===== src/design/lsv_pkg.sv =====
`default_nettype none
// ----------------------------------------------------------------------------
// lsv_pkg: shared definitions for the LRU victim select block
// Field widths, defaults, request codes and sequencer states.
// ----------------------------------------------------------------------------
package lsv_pkg;

  localparam int DefWays        = 16;
  localparam int DefMaxAttempts = 4;

  localparam int MaskW    = 16;
  localparam int WayOutW  = 4;
  localparam int AttOutW  = 2;
  localparam int CfgW     = 3;

  localparam logic [CfgW-1:0] AttemptLimitRst = 3'd1;

  localparam logic ReqAccess = 1'b0;
  localparam logic ReqFill   = 1'b1;

  typedef enum logic [1:0] {
    StIdle,
    StAccess,
    StSearch,
    StDecide
  } lsv_state_e;

endpackage
`default_nettype wire


===== src/design/lsv_cell.sv =====
`default_nettype none
// ----------------------------------------------------------------------------
// lsv_cell: replacement state of one way
// Holds the way's age and loop bit, applies the MRU broadcast and folds
// itself into the running oldest-way and first-invalid-way search word.
// ----------------------------------------------------------------------------
module lsv_cell #(
  parameter int WAYS = lsv_pkg::DefWays,
  parameter int IDX  = 0
) (
  input  wire                       clk_i,
  input  wire                       rst_ni,
  input  wire [$clog2(WAYS)*2+2:0]  upd_i,
  input  wire                       repl_i,
  input  wire                       valid_i,
  input  wire                       lower_i,
  input  wire [$clog2(WAYS)*5+3:0]  link_i,
  output logic [$clog2(WAYS)*5+3:0] link_o,
  output logic [$clog2(WAYS)-1:0]   age_o
);

  localparam int IW = $clog2(WAYS);

  typedef struct packed {
    logic          en;
    logic [IW-1:0] idx;
    logic [IW-1:0] age;
    logic          loop_we;
    logic          loop_val;
  } upd_t;

  typedef struct packed {
    logic [IW-1:0] best;
    logic [IW-1:0] cand;
    logic [IW-1:0] cand_age;
    logic          cand_loop;
    logic          cand_lower;
    logic          inv_found;
    logic [IW-1:0] inv_idx;
    logic [IW-1:0] inv_age;
    logic          inv_loop;
  } link_t;

  upd_t          upd;
  link_t         lk_in;
  link_t         lk_d, lk_q;
  logic [IW-1:0] age_d, age_q;
  logic          loop_d, loop_q;
  logic          is_tgt;
  logic          older;
  logic          take;

  assign upd   = upd_t'(upd_i);
  assign lk_in = link_t'(link_i);

  assign is_tgt = (upd.idx == IW'(IDX));

  always_comb begin
    age_d  = age_q;
    loop_d = loop_q;
    if (upd.en) begin
      if (is_tgt) begin
        age_d = '0;
      end else if (age_q < upd.age) begin
        age_d = age_q + 1'b1;
      end
      if (upd.loop_we && is_tgt) begin
        loop_d = upd.loop_val;
      end
    end
  end

  // way 0 is the fallback candidate, so it always seeds the candidate fields
  assign older = repl_i && (age_q > lk_in.best);
  assign take  = older || (IDX == 0);

  always_comb begin
    lk_d = lk_in;
    if (older) begin
      lk_d.best = age_q;
    end
    if (take) begin
      lk_d.cand       = IW'(IDX);
      lk_d.cand_age   = age_q;
      lk_d.cand_loop  = loop_q;
      lk_d.cand_lower = lower_i;
    end
    if (!lk_in.inv_found && !valid_i) begin
      lk_d.inv_found = 1'b1;
      lk_d.inv_idx   = IW'(IDX);
      lk_d.inv_age   = age_q;
      lk_d.inv_loop  = loop_q;
    end
  end

  always_ff @(posedge clk_i or negedge rst_ni) begin
    if (!rst_ni) begin
      age_q  <= IW'(IDX);
      loop_q <= 1'b0;
    end else begin
      age_q  <= age_d;
      loop_q <= loop_d;
    end
  end

  always_ff @(posedge clk_i) begin
    lk_q <= lk_d;
  end

  assign link_o = lk_q;
  assign age_o  = age_q;

endmodule
`default_nettype wire


===== src/design/lsv_chain.sv =====
`default_nettype none
// ----------------------------------------------------------------------------
// lsv_chain: row of way cells
// Spreads the per-way mask bits over the cells and links each cell's
// search word to its neighbour; the tail carries the finished search.
// ----------------------------------------------------------------------------
module lsv_chain #(
  parameter int WAYS = lsv_pkg::DefWays
) (
  input  wire                                  clk_i,
  input  wire                                  rst_ni,
  input  wire [$clog2(WAYS)*2+2:0]             upd_i,
  input  wire [lsv_pkg::MaskW-1:0]             valid_mask_i,
  input  wire [lsv_pkg::MaskW-1:0]             repl_mask_i,
  input  wire [lsv_pkg::MaskW-1:0]             lower_mask_i,
  output logic [$clog2(WAYS)*5+3:0]            tail_o,
  output logic [WAYS-1:0][$clog2(WAYS)-1:0]    ages_o
);

  localparam int IW = $clog2(WAYS);
  localparam int LinkW = IW * 5 + 4;

  logic [WAYS:0][LinkW-1:0] link;

  assign link[0] = '0;

  for (genvar i = 0; i < WAYS; i++) begin : g_cell
    logic valid_b, repl_b, lower_b;

    // ways beyond the mask width read as invalid, not replaceable, not held below
    if (i < lsv_pkg::MaskW) begin : g_in
      assign valid_b = valid_mask_i[i];
      assign repl_b  = repl_mask_i[i];
      assign lower_b = lower_mask_i[i];
    end else begin : g_out
      assign valid_b = 1'b0;
      assign repl_b  = 1'b0;
      assign lower_b = 1'b0;
    end

    lsv_cell #(
      .WAYS(WAYS),
      .IDX (i)
    ) u_cell (
      .clk_i  (clk_i),
      .rst_ni (rst_ni),
      .upd_i  (upd_i),
      .repl_i (repl_b),
      .valid_i(valid_b),
      .lower_i(lower_b),
      .link_i (link[i]),
      .link_o (link[i+1]),
      .age_o  (ages_o[i])
    );
  end

  assign tail_o = link[WAYS];

endmodule
`default_nettype wire


===== src/design/lru_set_loop_bit_victim_select_top.sv =====
`default_nettype none
// ----------------------------------------------------------------------------
// lru_set_loop_bit_victim_select_top: true-LRU victim select for one set
// Per-way ages and loop bits live in a row of cells; a search word walks the
// row one cell per cycle, and a small sequencer applies MRU updates.
// ----------------------------------------------------------------------------
// Access word: busy in the access state after acceptance, result strobed the cycle after.
// Fill word: busy for n attempts, n = attempts taken (1..limit); each attempt is
//   a walk of the search word down the cell row plus the decide state. Next word
//   is accepted in the cycle the result is strobed.
// The receiver cannot stall; each result stands for exactly one cycle.
// Reset: way i gets age i, all loop bits clear, attempt limit 1, block idle.
module lru_set_loop_bit_victim_select_top #(
  parameter int WAYS         = lsv_pkg::DefWays,
  parameter int MAX_ATTEMPTS = lsv_pkg::DefMaxAttempts
) (
  input  wire                          clk_i,
  input  wire                          rst_ni,
  // configuration
  input  wire                          cfg_we_i,
  input  wire [lsv_pkg::CfgW-1:0]      cfg_wdata_i,
  // command word
  input  wire                          start,
  output logic                         busy,
  input  wire                          req_type_i,
  input  wire [lsv_pkg::WayOutW-1:0]   way_index_i,
  input  wire                          write_access_i,
  input  wire                          l3_hit_i,
  input  wire [lsv_pkg::MaskW-1:0]     valid_mask_i,
  input  wire [lsv_pkg::MaskW-1:0]     replaceable_mask_i,
  input  wire [lsv_pkg::MaskW-1:0]     in_lower_mask_i,
  // result word
  output logic                         done_o,
  output logic [lsv_pkg::WayOutW-1:0]  victim_way_o,
  output logic                         evicted_loop_bit_o,
  output logic [lsv_pkg::AttOutW-1:0]  attempts_used_o
);

  localparam int IW = $clog2(WAYS);
  localparam int LW = $clog2(MAX_ATTEMPTS + 1);

  typedef struct packed {
    logic          en;
    logic [IW-1:0] idx;
    logic [IW-1:0] age;
    logic          loop_we;
    logic          loop_val;
  } upd_t;

  typedef struct packed {
    logic [IW-1:0] best;
    logic [IW-1:0] cand;
    logic [IW-1:0] cand_age;
    logic          cand_loop;
    logic          cand_lower;
    logic          inv_found;
    logic [IW-1:0] inv_idx;
    logic [IW-1:0] inv_age;
    logic          inv_loop;
  } link_t;

  lsv_pkg::lsv_state_e state_d, state_q;

  logic [lsv_pkg::CfgW-1:0]    limit_cfg_q;
  logic [LW-1:0]               limit_eff;
  logic [IW-1:0]               cnt_d, cnt_q;
  logic [LW-1:0]               att_d, att_q;

  // latched command word
  logic [lsv_pkg::WayOutW-1:0] way_q;
  logic                        wr_q;
  logic                        hit_q;
  logic [lsv_pkg::MaskW-1:0]   valid_q, repl_q, lower_q;

  // result registers
  logic                        done_d, done_q;
  logic [lsv_pkg::WayOutW-1:0] victim_d, victim_q;
  logic                        evl_d, evl_q;
  logic [lsv_pkg::AttOutW-1:0] attu_d, attu_q;

  upd_t                        upd;
  link_t                       tail;
  logic [IW*5+3:0]             tail_raw;
  logic [WAYS-1:0][IW-1:0]     ages;
  logic                        acc_in_range;
  logic                        accept;

  assign accept = start && !busy;
  assign busy   = (state_q != lsv_pkg::StIdle);

  // zero means one attempt; clamp to the supported maximum
  always_comb begin
    if (limit_cfg_q == '0) begin
      limit_eff = LW'(1);
    end else if (32'(limit_cfg_q) > MAX_ATTEMPTS) begin
      limit_eff = LW'(MAX_ATTEMPTS);
    end else begin
      limit_eff = LW'(limit_cfg_q);
    end
  end

  assign acc_in_range = (32'(way_q) < WAYS);
  assign tail         = link_t'(tail_raw);

  lsv_chain #(
    .WAYS(WAYS)
  ) u_chain (
    .clk_i       (clk_i),
    .rst_ni      (rst_ni),
    .upd_i       (upd),
    .valid_mask_i(valid_q),
    .repl_mask_i (repl_q),
    .lower_mask_i(lower_q),
    .tail_o      (tail_raw),
    .ages_o      (ages)
  );

  always_ff @(posedge clk_i or negedge rst_ni) begin
    if (!rst_ni) begin
      state_q     <= lsv_pkg::StIdle;
      limit_cfg_q <= lsv_pkg::AttemptLimitRst;
      cnt_q       <= '0;
      att_q       <= '0;
      done_q      <= 1'b0;
    end else begin
      state_q <= state_d;
      cnt_q   <= cnt_d;
      att_q   <= att_d;
      done_q  <= done_d;
      if (cfg_we_i) begin
        limit_cfg_q <= cfg_wdata_i;
      end
    end
  end

  // payload: hold the command word for the whole job, hold results till the next
  always_ff @(posedge clk_i) begin
    if (accept) begin
      way_q   <= way_index_i;
      wr_q    <= write_access_i;
      hit_q   <= l3_hit_i;
      valid_q <= valid_mask_i;
      repl_q  <= replaceable_mask_i;
      lower_q <= in_lower_mask_i;
    end
    if (done_d) begin
      victim_q <= victim_d;
      evl_q    <= evl_d;
      attu_q   <= attu_d;
    end
  end

  // Sequencer: the search word must pass every cell in settled state to reach
  // the tail, so every MRU update is followed by a fresh walk down the row.
  always_comb begin
    state_d  = state_q;
    cnt_d    = cnt_q;
    att_d    = att_q;
    done_d   = 1'b0;
    victim_d = '0;
    evl_d    = 1'b0;
    attu_d   = '0;
    upd      = '0;

    unique case (state_q)
      lsv_pkg::StIdle: begin
        if (accept) begin
          cnt_d = '0;
          att_d = '0;
          if (req_type_i == lsv_pkg::ReqFill) begin
            state_d = lsv_pkg::StSearch;
          end else begin
            state_d = lsv_pkg::StAccess;
          end
        end
      end

      lsv_pkg::StAccess: begin
        // out-of-range way leaves the state untouched but is still echoed
        upd.en       = acc_in_range;
        upd.idx      = IW'(way_q);
        upd.age      = ages[IW'(way_q)];
        upd.loop_we  = wr_q;
        upd.loop_val = 1'b0;
        done_d       = 1'b1;
        victim_d     = way_q;
        state_d      = lsv_pkg::StIdle;
      end

      lsv_pkg::StSearch: begin
        if (cnt_q == IW'(WAYS - 1)) begin
          state_d = lsv_pkg::StDecide;
        end else begin
          cnt_d = cnt_q + 1'b1;
        end
      end

      lsv_pkg::StDecide: begin
        if (att_q == '0 && tail.inv_found) begin
          // lowest invalid way wins outright
          upd.en       = 1'b1;
          upd.idx      = tail.inv_idx;
          upd.age      = tail.inv_age;
          upd.loop_we  = 1'b1;
          upd.loop_val = hit_q;
          done_d       = 1'b1;
          victim_d     = lsv_pkg::WayOutW'(tail.inv_idx);
          evl_d        = tail.inv_loop;
          state_d      = lsv_pkg::StIdle;
        end else if ((32'(att_q) + 1 < 32'(limit_eff)) && tail.cand_lower) begin
          // candidate still held below: promote it and search again
          upd.en  = 1'b1;
          upd.idx = tail.cand;
          upd.age = tail.cand_age;
          att_d   = att_q + 1'b1;
          cnt_d   = '0;
          state_d = lsv_pkg::StSearch;
        end else begin
          upd.en       = 1'b1;
          upd.idx      = tail.cand;
          upd.age      = tail.cand_age;
          upd.loop_we  = 1'b1;
          upd.loop_val = hit_q;
          done_d       = 1'b1;
          victim_d     = lsv_pkg::WayOutW'(tail.cand);
          evl_d        = tail.cand_loop;
          if (32'(att_q) > 3) begin
            attu_d = lsv_pkg::AttOutW'(3);
          end else begin
            attu_d = lsv_pkg::AttOutW'(att_q);
          end
          state_d = lsv_pkg::StIdle;
        end
      end

      default: begin
        state_d = lsv_pkg::StIdle;
      end
    endcase
  end

  assign done_o             = done_q;
  assign victim_way_o       = victim_q;
  assign evicted_loop_bit_o = evl_q;
  assign attempts_used_o    = attu_q;

  // a result strobe never lasts beyond one cycle
  a_strobe_single : assert property (@(posedge clk_i) disable iff (!rst_ni)
    done_q |=> !done_q)
    else $error("result strobe held for more than one cycle");

  // a result only follows a busy cycle
  a_strobe_after_work : assert property (@(posedge clk_i) disable iff (!rst_ni)
    done_q |-> ($past(state_q) != lsv_pkg::StIdle))
    else $error("result strobe without preceding work");

  // an accepted word always leaves idle
  a_accept_busy : assert property (@(posedge clk_i) disable iff (!rst_ni)
    accept |=> busy)
    else $error("accepted word did not start work");

  // valid mask is fixed for the job, so retries never see an invalid way
  a_retry_no_invalid : assert property (@(posedge clk_i) disable iff (!rst_ni)
    (state_q == lsv_pkg::StDecide && att_q != '0) |-> !tail.inv_found)
    else $error("invalid way found on a retry attempt");

endmodule
`default_nettype wire


===== config.mk =====
export PLATFORM = sky130hd
export DESIGN_NAME = lru_set_loop_bit_victim_select_top
export DESIGN_NICKNAME = d
export VERILOG_FILES = /design/src/design/lsv_pkg.sv /design/src/design/lsv_cell.sv /design/src/design/lsv_chain.sv /design/src/design/lru_set_loop_bit_victim_select_top.sv
export SDC_FILE = /design/constraint.sdc
export NUM_CORES = 1
export LEC_CHECK = 0
export BUFFER_PORTS_ARGS = -buffer_cell sky130_fd_sc_hd__buf_2
export CAP_MARGIN = 0
export CORE_ASPECT_RATIO = 0.8
export CORE_MARGIN = 2
export CORE_UTILIZATION = 35
export DETAILED_ROUTE_END_ITERATION = 8
export SYNTH_ARGS = -nofsm -noshare
export SYNTH_HDL_FRONTEND = slang
export SYNTH_HIERARCHICAL = 1
export SYNTH_SLANG_ARGS = --single-unit

===== constraint.sdc =====
create_clock -name clk_i -period 11.46 [get_ports clk_i]
set_clock_uncertainty 0.2 [all_clocks]
set_input_delay 1.146 -clock clk_i [delete_from_list [all_inputs] [get_ports clk_i]]
set_output_delay 1.146 -clock clk_i [all_outputs]
set_load 0.05 [all_outputs]

Word-level counts from Yosys, hierarchy flattened
Cells that the tools add are included.
W data, S select, Z words.
{ "word_totals": {"input_bits": 62, "output_inout_bits": 9, "word_cells": 516, "regBits": 519} }
{ "op_classes": {"n_lt_le_gt_ge": 36, "bitwise": 1, "n_addsub": 19, "eq_ne": 24, "reduce_logical": 140, "muxes": 108} }
{ "ops": {"columns": ["operator", "count"], "rows": [
  ["$mux W4", 53],
  ["$mux W6", 14],
  ["$mux W5", 15],
  ["$add A4 B1 Y4 const B", 17],
  ["$reduce_and A2 Y1", 33],
  ["$lt A4 B4 Y1", 16],
  ["$gt A4 B4 Y1", 15],
  ["$logic_and A1 B1 Y1", 50],
  ["$eq A4 B4 Y1 const B", 9],
  ["$reduce_bool A2 Y1", 18],
  ["$logic_not A1 Y1", 31],
  ["$pmux W11 S2", 1],
  ["$mux W10", 2],
  ["$bmux W4 S4", 1],
  ["$eq A4 B3 Y1 const B", 4],
  ["$mux W3", 5],
  ["$mux W2", 7],
  ["$pmux W4 S3", 1],
  ["$ne A2 B2 Y1 const B", 5],
  ["$eq A4 B2 Y1 const B", 2],
  ["$pmux W2 S4", 1],
  ["$pmux W4 S2", 1],
  ["$mux W7", 1],
  ["$logic_not A3 Y1", 2],
  ["20 further kinds", 24]
]} }

Logic depth before layout (Yosys ltp)
Gate-level depths: netlist of run 1.
{ "depth": {"word_depth": 11, "ltp_mapped": 12, "mapped_depth_nobuf": 11} }

Cells and area by module
The synthesis of run 1 kept the hierarchy.
{ "modules_own_cells": {"columns": ["module", "area_each_um2", "cells_per_inst", "seq_area_each_um2", "instances"], "rows": [
  ["lsv_cell at u_chain.g_cell[10].u_cell ...", 1241.2, 102, 608.1, 4],
  ["lsv_cell at u_chain.g_cell[11].u_cell ...", 1237.4, 103, 609.3, 4],
  ["lsv_cell at u_chain.g_cell[1].u_cell ...", 1226.2, 102, 606.8, 4],
  ["lru_set_loop_bit_victim_select_top", 3498.4, 227, 2158.3, 1],
  ["lsv_cell at u_chain.g_cell[12].u_cell ...", 1198.6, 103, 608.1, 2],
  ["lsv_cell at u_chain.g_cell[15].u_cell", 1194.9, 102, 610.6, 1],
  ["lsv_cell at u_chain.g_cell[0].u_cell", 1067.3, 95, 525.5, 1],
  ["lsv_chain", 3.8, 1, 0.0, 1]
]} }

Worst setup path after synthesis of run 1
No wires, ideal clock.
{ "synth_path": {"kind": "reg-to-reg", "startpoint": "register att_q[0]", "endpoint": "register u_chain.g_cell[2].u_cell.age_q[2]", "n_path_buf": 0, "required_time_ps": 11138, "stages_incl_launch_ff": 11, "t_arrival_ps": 3652, "period_less_slack_ps": 3973, "setup_time_ps": 122, "path_slack_ps": 7487, "cell_sequence": "dfrtp_1 -> inv_1 -> ha_1 -> nand3b_4 -> mux2_2 -> nor2_1 -> a211oi_1 -> nor4b_4 -> nand2_1 -> a21boi_0 -> a32o_1"} }
{ "synth_rtl": {"columns": ["element", "line_no", "source"], "rows": [
  ["from (decl)", "lru_set_loop_bit_victim_select_top.sv:67", "logic [LW-1:0] att_d, att_q;"],
  ["from (signal assigned)", "lru_set_loop_bit_victim_select_top.sv:128", "att_q <= att_d;"],
  ["to (signal assigned)", "lsv_cell.sv:98", "age_q <= IW'(IDX);"],
  ["to (signal assigned)", "lsv_cell.sv:101", "age_q <= age_d;"],
  ["to (decl)", "lsv_cell.sv:47", "logic [IW-1:0] age_d, age_q;"]
]} }

==> results of run 1 <==
==> state kept, by name, summed over array words and instances (netlist names), 2 cells and up <==
register and flops:
u_chain/g_cell.u_cell/link_o 376, u_chain/g_cell.u_cell/age_o 64, lower_q 16, repl_q 16, u_chain/g_cell.u_cell/loop_q 16, valid_q 16, cnt_q 4, victim_way_o 4
way_q 4, att_q 3, limit_cfg_q 3, attempts_used_o 2, state_q 2
==> final timing paths <==
path,startpoint,to,slack (ns),cells after the start
max in group asynchronous,rst_ni,state_q[0],9.58,2
setup reg to reg,state_q[0],u_chain/g_cell[12].u_cell/age_o[2],7.40,9
hold / removal,lower_q[0],u_chain/g_cell[0].u_cell/link_o[10],0.15,0
setup / recovery,state_q[0],u_chain/g_cell[12].u_cell/age_o[2],7.40,9
hold reg to reg,lower_q[0],u_chain/g_cell[0].u_cell/link_o[10],0.15,0
min in group asynchronous,rst_ni,u_chain/g_cell[1].u_cell/loop_q,0.33,1
==> worst max-delay path: stages (launching register included) <==
cell,delay [ns]
dfrtp_2,0.44
buf_4,0.65
nand3b_1,0.43
o221ai_2,0.86
inv_1,0.13
ha_1,0.35
o211ai_1,0.12
o211ai_2,0.20
or4_1,0.50
nand3_1,0.10
==> power breakdown <==
part	switching [mW]	total, mW	internal, mW
logic	0.519	1.11	0.595
clock network	0.770	1.81	1.04
registers	0.278	2.53	2.26
==> stage by stage <==
step                      area (sq um)  setup WS (ns)
final                            25800           7.40
after global routing             25800           7.15
after CTS                        25800           7.41
after detailed placement         24000           7.44
after global placement           24000           7.51
after floorplan                  22900           7.49
==> layer usage <==
layer / GRT usage [%] / part of all wire [%]
met4: 4.74 / 2.3
met1: 20.1 / 47
met5: 0 / 0
met2: 25.2 / 47
met3: 2.55 / 4.2
==> final cells by class <==
class	count	area [sq um]
clock inverters	31	295
multi-input cells	1149	10200
flip-flops and latches	530	11700
clock buffers	71	1560
inverters	143	537
fillers	6080	38600
repair buffers	79	420
well taps	850	1060
==> run metrics, run 1 <==
status=finished clean; io pins=71; final worst path period need=around 4 ns; DR vias=between 10000 and 15000; share of cells above drive strength 1=around 32%; die height=233 um; n_diodes=0; most frequent cells in the layout=dfxtp_1 (376), mux2_2 (202), inv_1 (141); mean area per synthesized cell=roughly 12 sq um; CTS Sinks=530; fmax=roughly 250 MHz; Total Power=5.46 mW; first-pass GRT wire length=roughly 81000 um; GRT Residual Overflow=0; relative slew slack=between 20% and 30%; nets=between 2000 and 2500; Power Dens Cells=211 nW/um^2; Global Route Usage Sum=between 15 and 20%; P&R area growth vs syn=13.0%; post-cts resize count=0; DRT Pass-1 Iters=7; fin util=roughly 40%; Cell Area, Synth=around 23000 sq um; Post-Syn Instances=roughly 1900; Avg WL per Cell=~18 um; Clock Latency Late Sink=~0.62 ns; crit-path max FO=76; DR iter-0 viols=just over 800; Leak=~11 nW; maximum number of pins on one net before global-route repair=between 70 and 80; maximum VDD drop=roughly 0.11 mV; Final Non-Filler Cells=about 2900; startpoint types=flop; hold violation total from the final report=0; HPWL after DPL=roughly 35000 um; Num CTS Buffers=54; CTS tree=yes; Detail Route Antenna Nets=0; Setup CP Type=reg -> reg; Hold Crit Class=reg -> reg; total routed wirelength=roughly 50000 um; CTS max path bufs=3; antenna violations before repair=1; most common cell after layout, fill and taps aside=dfxtp_1; hold slack=roughly 0.15 ns; Worst EP arrival=between 4 and 5 ns; drc violations=0; setup TNS=0 ns; clock root cell=clkbuf_16; die area=slightly below 70000 sq um; site row count=83; worst path required time=between 10 and 15 ns; clock transition at the registers of the reported paths=0.07 ns; max-slew violations=0; Synth warnings=6; Final Setup Violations=0; buffer count from post-CTS setup fixing=0; cts hold-fix bufs=0; number of max-cap violations=0; Inst Count DP=between 2000 and 3000; Core ar.=approximately 64000 sq um; Die W=around 290 um; endpoint class of the critical path=flop; PortBufs=70; gpl congestion=0.818; Worst Max-Slew Pin Slew=approximately 1.1 ns; final cycle utilization of the critical path=a little over a third; unrepaired setup endpoints after global routing=false; H-tree depth=2; via/cell ratio=4.83; vias in the first global route=approximately 15000; starting density of the core=~35%
Note: power is estimated with default switching activity, not from simulation.
==> inputs of run 2 (changes only) <==
clock period = 3.6 ns   (was 11.46 ns; I/O delays follow)
==> run 2 against run 1 <==
  * Maximum frequency is 20% higher
  * First-iteration DRC count rose by 15%
  * Largest cell class unchanged
  * Sequential share of layout area decreased by 2.1 points
  * Register-to-register slack got worse by 7.2 ns
  * Highest routed layer unchanged
==> run metrics, run 2 (synthesis results as in run 1) <==
Int Pwr=approximately 13 mW; CP Launch Point=way_q[0]; maximum number of pins on one net before global-route repair=54; most frequent cells in the layout=dfxtp_1 (376), mux2_2 (202), inv_1 (141); Detail Route Antenna Nets=0; PortBufs=70; hold violation total from the final report=0; drc violations=0; clock transition at the registers of the reported paths=roughly 0.070 ns; fmax=just under 300 MHz; vias in the first global route=14984; number of max-cap violations=0; Avg WL per Cell=between 15 and 20 um; Setup CP Type=reg -> reg; Core ar.=64400 sq um; final worst path period need=about 3.4 ns; first-pass GRT wire length=~82000 um; Worst R2R Start=way_q[0]; Num CTS Buffers=55; delay-heaviest family, CP=multiplexers; max-slew violations=0; final-layout fill cell count=6010; Flop pwr share=44.1%; hold slack=0.149 ns; Final Setup Violations=0; Worst EP arrival=3.72 ns; via/cell ratio=between 4 and 5; endpoint class of the critical path=flop; n_diodes=0; unrepaired setup endpoints after global routing=false; site row count=83; Die W=about 290 um; Clock Latency Late Sink=0.60 ns; most common cell after layout, fill and taps aside=dfxtp_1; H-tree depth=2; nets=roughly 2300; CTS max path bufs=3; status=finished clean; slowest stage cell, crit path=mux4_1; die area=just under 70000 sq um; DR vias=between 10000 and 15000; Final Non-Filler Cells=around 3000; antenna violations before repair=1; setup TNS=0 ns; Hold Crit Class=reg -> reg; fin util=a little over two fifths; HPWL after DPL=about 37000 um; final cycle utilization of the critical path=between 90 and 100%; io pins=just over 70; Clock power frac=approximately 33%; Total Power=about 18 mW; CTS Sinks=530; Inst Count DP=about 2800; Power Dens Cells=651 nW/um^2; power share of the combinational group=23.0%; hold path startpoint=lower_q[0]; crit-path max FO=16; relative slew slack=43.1%; GRT Residual Overflow=0; Net Sw Frac=~28%; DRT Pass-1 Iters=5; CTS tree=yes; startpoint types=flop; DR iter-0 viols=941; die height=233 um; CP bufs+invs=4; P&R area growth vs syn=18.6%; gpl congestion=0.825; crit-path cells=buf_4 -> buf_4 -> mux4_1 -> mux2i_1 -> o221ai_1 -> buf_12 -> inv_1 -> ha_1 -> o211ai_1 -> o211ai_2 -> or4_1 -> nand3_1; Leak=11.3 nW; P_sw=around 5 mW; clock root cell=clkbuf_16; Worst Max-Slew Pin Slew=roughly 0.85 ns; CP max stage delay=approximately 0.57 ns; Global Route Usage Sum=15.4%; starting density of the core=between 30% and 40%; maximum VDD drop=about 0.45 mV; CP dominant cell by count=buf_4; max reg flops=376; total routed wirelength=between 50000 and 60000 um; share of cells above drive strength 1=33.1%; worst path required time=3.94 ns
[run 2: cell count changes in the layout (fill, tap and decap cells not counted), moves of 5 or more]
| cell | previous run | this run |
|---|---|---|
| buf_12 | 0 | 6 |
| buf_4 | 10 | 76 |
| inv_4 | 5 | 0 |
| dlygate4sd3_1 | 0 | 64 |
[run 2: layout make-up]
class | instances | area [sq um] | area share (%)
clock buffers | 82 | 1720 | 6.33
multi-input cells | 1149 | 10200 | 37.7
repair buffers | 215 | 1680 | 6.18
inverters | 143 | 537 | 1.98
flip-flops and latches | 530 | 11700 | 43.3
well taps | 850 | 1060 | 3.92
clock inverters | 19 | 174 | 0.641
[run 2: power groups by stage]
stage	clock, mW	sequential (mW)	combinational [mW]
2_1_floorplan	0	7.66	3.23
5_1_grt	6.22	7.90	4.46
6_report	5.80	7.79	4.06
4_1_cts	5.98	7.80	4.10
3_5_place_dp	0	7.92	4.00
3_3_place_gp	0	7.91	3.85
[run 2: timing repair]
| action | in CTS | in global routing |
|---|---|---|
| setup buffers | 0 | 0 |
| hold endpoints to repair | 95 | 0 |
| endpoints found under the setup margin | 17 | 0 |
| hold buffers | 64 | 0 |
| resized for setup | 1 | 0 |
[run 2: worst register-to-register path, delay by kind of cell (launching register included)]
kind	cells	cell delay (ns)
mux	2	0.73
simple gates	2	0.62
buf+inv	4	0.62
compound gates	3	0.51
flops	1	0.40
fa+ha+maj	1	0.23
[run 2: worst paths after layout]
check | end | slack (ns) | cells after the start
worst max-delay path | u_chain/g_cell[15].u_cell/age_o[2] | 0.22 | 12
worst min-delay path | u_chain/g_cell[0].u_cell/link_o[10] | 0.15 | 0
worst max register to register | u_chain/g_cell[15].u_cell/age_o[2] | 0.22 | 12
worst min register to register | u_chain/g_cell[0].u_cell/link_o[10] | 0.15 | 0
max in group asynchronous | u_chain/g_cell[10].u_cell/age_o[1] | 2.23 | 3
min in group asynchronous | u_chain/g_cell[0].u_cell/loop_q | 0.17 | 2
[run 2: metrics by stage]
step           worst slack, ns  cell area (sq um)
6_report                 0.221              27100
5_1_grt                0.00532              27100
4_1_cts                  0.224              27100
3_5_place_dp           -0.0282              24600
3_3_place_gp            0.0959              24600
2_1_floorplan           0.0680              22900
[run 2: layer usage]
metal | wire [um] | GRT usage, % | up-vias
li1 | - | - | 6991
met1 | 24400 | 21.0 | 6971
met2 | 23600 | 24.9 | 322
met3 | 2170 | 2.41 | 87
met4 | 1460 | 5.21 | 0
met5 | 0 | 0 | -
==> inputs of run 3 (changes only) <==
ABC_AREA = 1   (was default)
==> run 3 against run 2 <==
  * Cell area is 0.83% higher
  * Register-to-register slack better by 0.11 ns
  * Global-route usage is 0.38 points higher
  * Synthesized area rose by 1.8%
  * Final cell count increased by 28%
  * Count of clock-buffer cells in the layout decreased by 3
  * Largest cell class unchanged
==> run metrics, run 3 <==
setup TNS=0 ns; Leak=around 13 nW; drc violations=0; Worst Max-Slew Pin Slew=around 0.97 ns; Avg WL per Cell=roughly 14 um; startpoint types=flop; fin util=between 40% and 50%; Power Dens Cells=about 920 nW/um^2; buffer count from post-CTS setup fixing=0; number of max-cap violations=0; most common cell after layout, fill and taps aside=nand2_1; P&R area growth vs syn=17.4%; H-tree depth=2; DR iter-0 viols=about 1000; Total Power=between 20 and 30 mW; Detail Route Antenna Nets=0; met2 routed WL=23200 um; max reg flops=about 380; Levels on crit path=15; Inst Count DP=between 3000 and 4000; PortBufs=70; site row count=84; fmax=306 MHz; most frequent cells in the layout=nand2_1 (781), dfxtp_1 (376), inv_1 (337); nets=3119; GRT Residual Overflow=0; gpl congestion=roughly 0.83; unrepaired setup endpoints after global routing=false; mean area per synthesized cell=around 8.6 sq um; final-layout fill cell count=~6500; Global Route Usage Sum=between 10% and 20%; Worst EP arrival=3.56 ns; Num CTS Buffers=56; maximum VDD drop=roughly 0.40 mV; first-pass GRT wire length=about 87000 um; Core ar.=about 66000 sq um; CTS max path bufs=3; CTS Sinks=530; CP dominant cell by count=nand2_1; vias in the first global route=16375; DRT Pass-1 Iters=5; final cycle utilization of the critical path=about nine tenths; delay-heaviest family, CP=simple AND/OR/NAND/NOR gates; slowest stage cell, crit path=nand2_1; Final Setup Violations=0; die area=between 60000 and 70000 sq um; cts hold-fix bufs=61; via/cell ratio=between 4 and 5; clock transition at the registers of the reported paths=about 0.070 ns; max-slew violations=0; CP max stage delay=about 0.60 ns; share of cells above drive strength 1=18.2%; io pins=71; final worst path period need=3.27 ns; maximum number of pins on one net before global-route repair=50; hold violation total from the final report=0; Hold Crit Class=in -> reg; CTS tree=yes; status=finished clean; post-cts resize count=0; die height=approximately 230 um; total routed wirelength=53800 um; crit-path cells=clkinv_1 -> o211ai_1 -> nand3_1 -> nand2_1 -> nand2_1 -> nand2_1 -> inv_1 -> ha_1 -> nand2_1 -> inv_1 -> nand2_1 -> nand2_1 -> nand2_2 -> nand2_1 -> nand2_1; Clock Latency Late Sink=0.61 ns; starting density of the core=between 30% and 40%; relative slew slack=between 30% and 40%; Max Used Layer=met5; crit-path max FO=16; worst path required time=3.88 ns; Post-Syn Instances=between 2000 and 3000; antenna violations before repair=1; Cell Area, Synth=23300 sq um; Die W=about 290 um; CP bufs+invs=3; endpoint class of the critical path=flop; metal3 WL=~2200 um; HPWL after DPL=between 30000 and 40000 um; Synth warnings=6; clock root cell=clkbuf_16; DRT met1 WL=about 27000 um; Hold Path Depth=3; Final Non-Filler Cells=between 3000 and 4000; R2R depth=15; DR vias=between 15000 and 20000; Setup CP Type=reg -> reg
## run 3: cell types whose count changed in the layout (fill, tap and decap cells not counted), moves of 48 or more
cell	before	now
inv_1	141	337
nor2b_1	60	0
nand2_1	129	781
mux2_4	48	0
a21oi_1	2	51
nand2_2	1	123
nand3_1	53	202
nor2_1	51	192
mux2_2	202	1
## run 3: worst paths after layout
kind	endpoint	slack [ns]	start
max	u_chain/g_cell[10].u_cell/age_o[0]	0.33	way_q[2]
min	wr_q	0.05	start
max reg2reg	u_chain/g_cell[10].u_cell/age_o[0]	0.33	way_q[2]
min reg2reg	u_chain/g_cell[0].u_cell/link_o[10]	0.15	lower_q[0]
max in group asynchronous	u_chain/g_cell[7].u_cell/age_o[0]	2.27	rst_ni
min in group asynchronous	limit_cfg_q[2]	0.15	rst_ni
## run 3: power by group
group / leakage [nW] / internal (mW) / switching (mW) / total, mW
combinational: 7.54 / 3.51 / 6.31 / 9.83
sequential: 4.85 / 8.30 / 1.33 / 9.63
clock: 0.933 / 3.36 / 2.42 / 5.78
total: 13.3 / 15.2 / 10.1 / 25.2
## run 3: through the flow
| stage | cell area (sq um) | hold slack (ns) | worst slack (ns) |
|---|---|---|---|
| after detailed placement | 24900 | 0.142 | 0.403 |
| final | 27300 | 0.0465 | 0.328 |
| after CTS | 27300 | 0.0128 | 0.382 |
| after global placement | 24900 | 0.129 | 0.406 |
| after global routing | 27300 | 0.0432 | 0.0808 |
| after floorplan | 23400 | -0.136 | 0.701 |
## run 3: layer usage
layer	up-vias	track usage (%)
li1	8891	-
met1	7709	22.9
met2	279	24.7
met3	75	2.38
met4	2	3.82
met5	-	0
## run 3: worst register-to-register path, cell delays in order (launching register included)
cell      delay [ns]
edfxtp_1        0.52
clkinv_1        0.38
o211ai_1        0.24
nand3_1         0.13
nand2_1         0.09
nand2_1         0.06
nand2_1         0.60
inv_1           0.11
ha_1            0.30
nand2_1         0.05
inv_1           0.05
nand2_1         0.04
nand2_1         0.14
nand2_2         0.10
nand2_1         0.09
nand2_1         0.06
## run 3: area by class of cell
class | count | area, sq um | share of cell area (%)
Sequential cell | 530 | 11700 | 42.9
Multi-Input combinational cell | 1791 | 9910 | 36.2
Clock buffer | 79 | 1700 | 6.21
Timing Repair Buffer | 184 | 1390 | 5.07
Inverter | 361 | 1370 | 4.99
Tap cell | 860 | 1080 | 3.94
Clock inverter | 25 | 178 | 0.650
Antenna cell | 1 | 2.50 | 0.00915
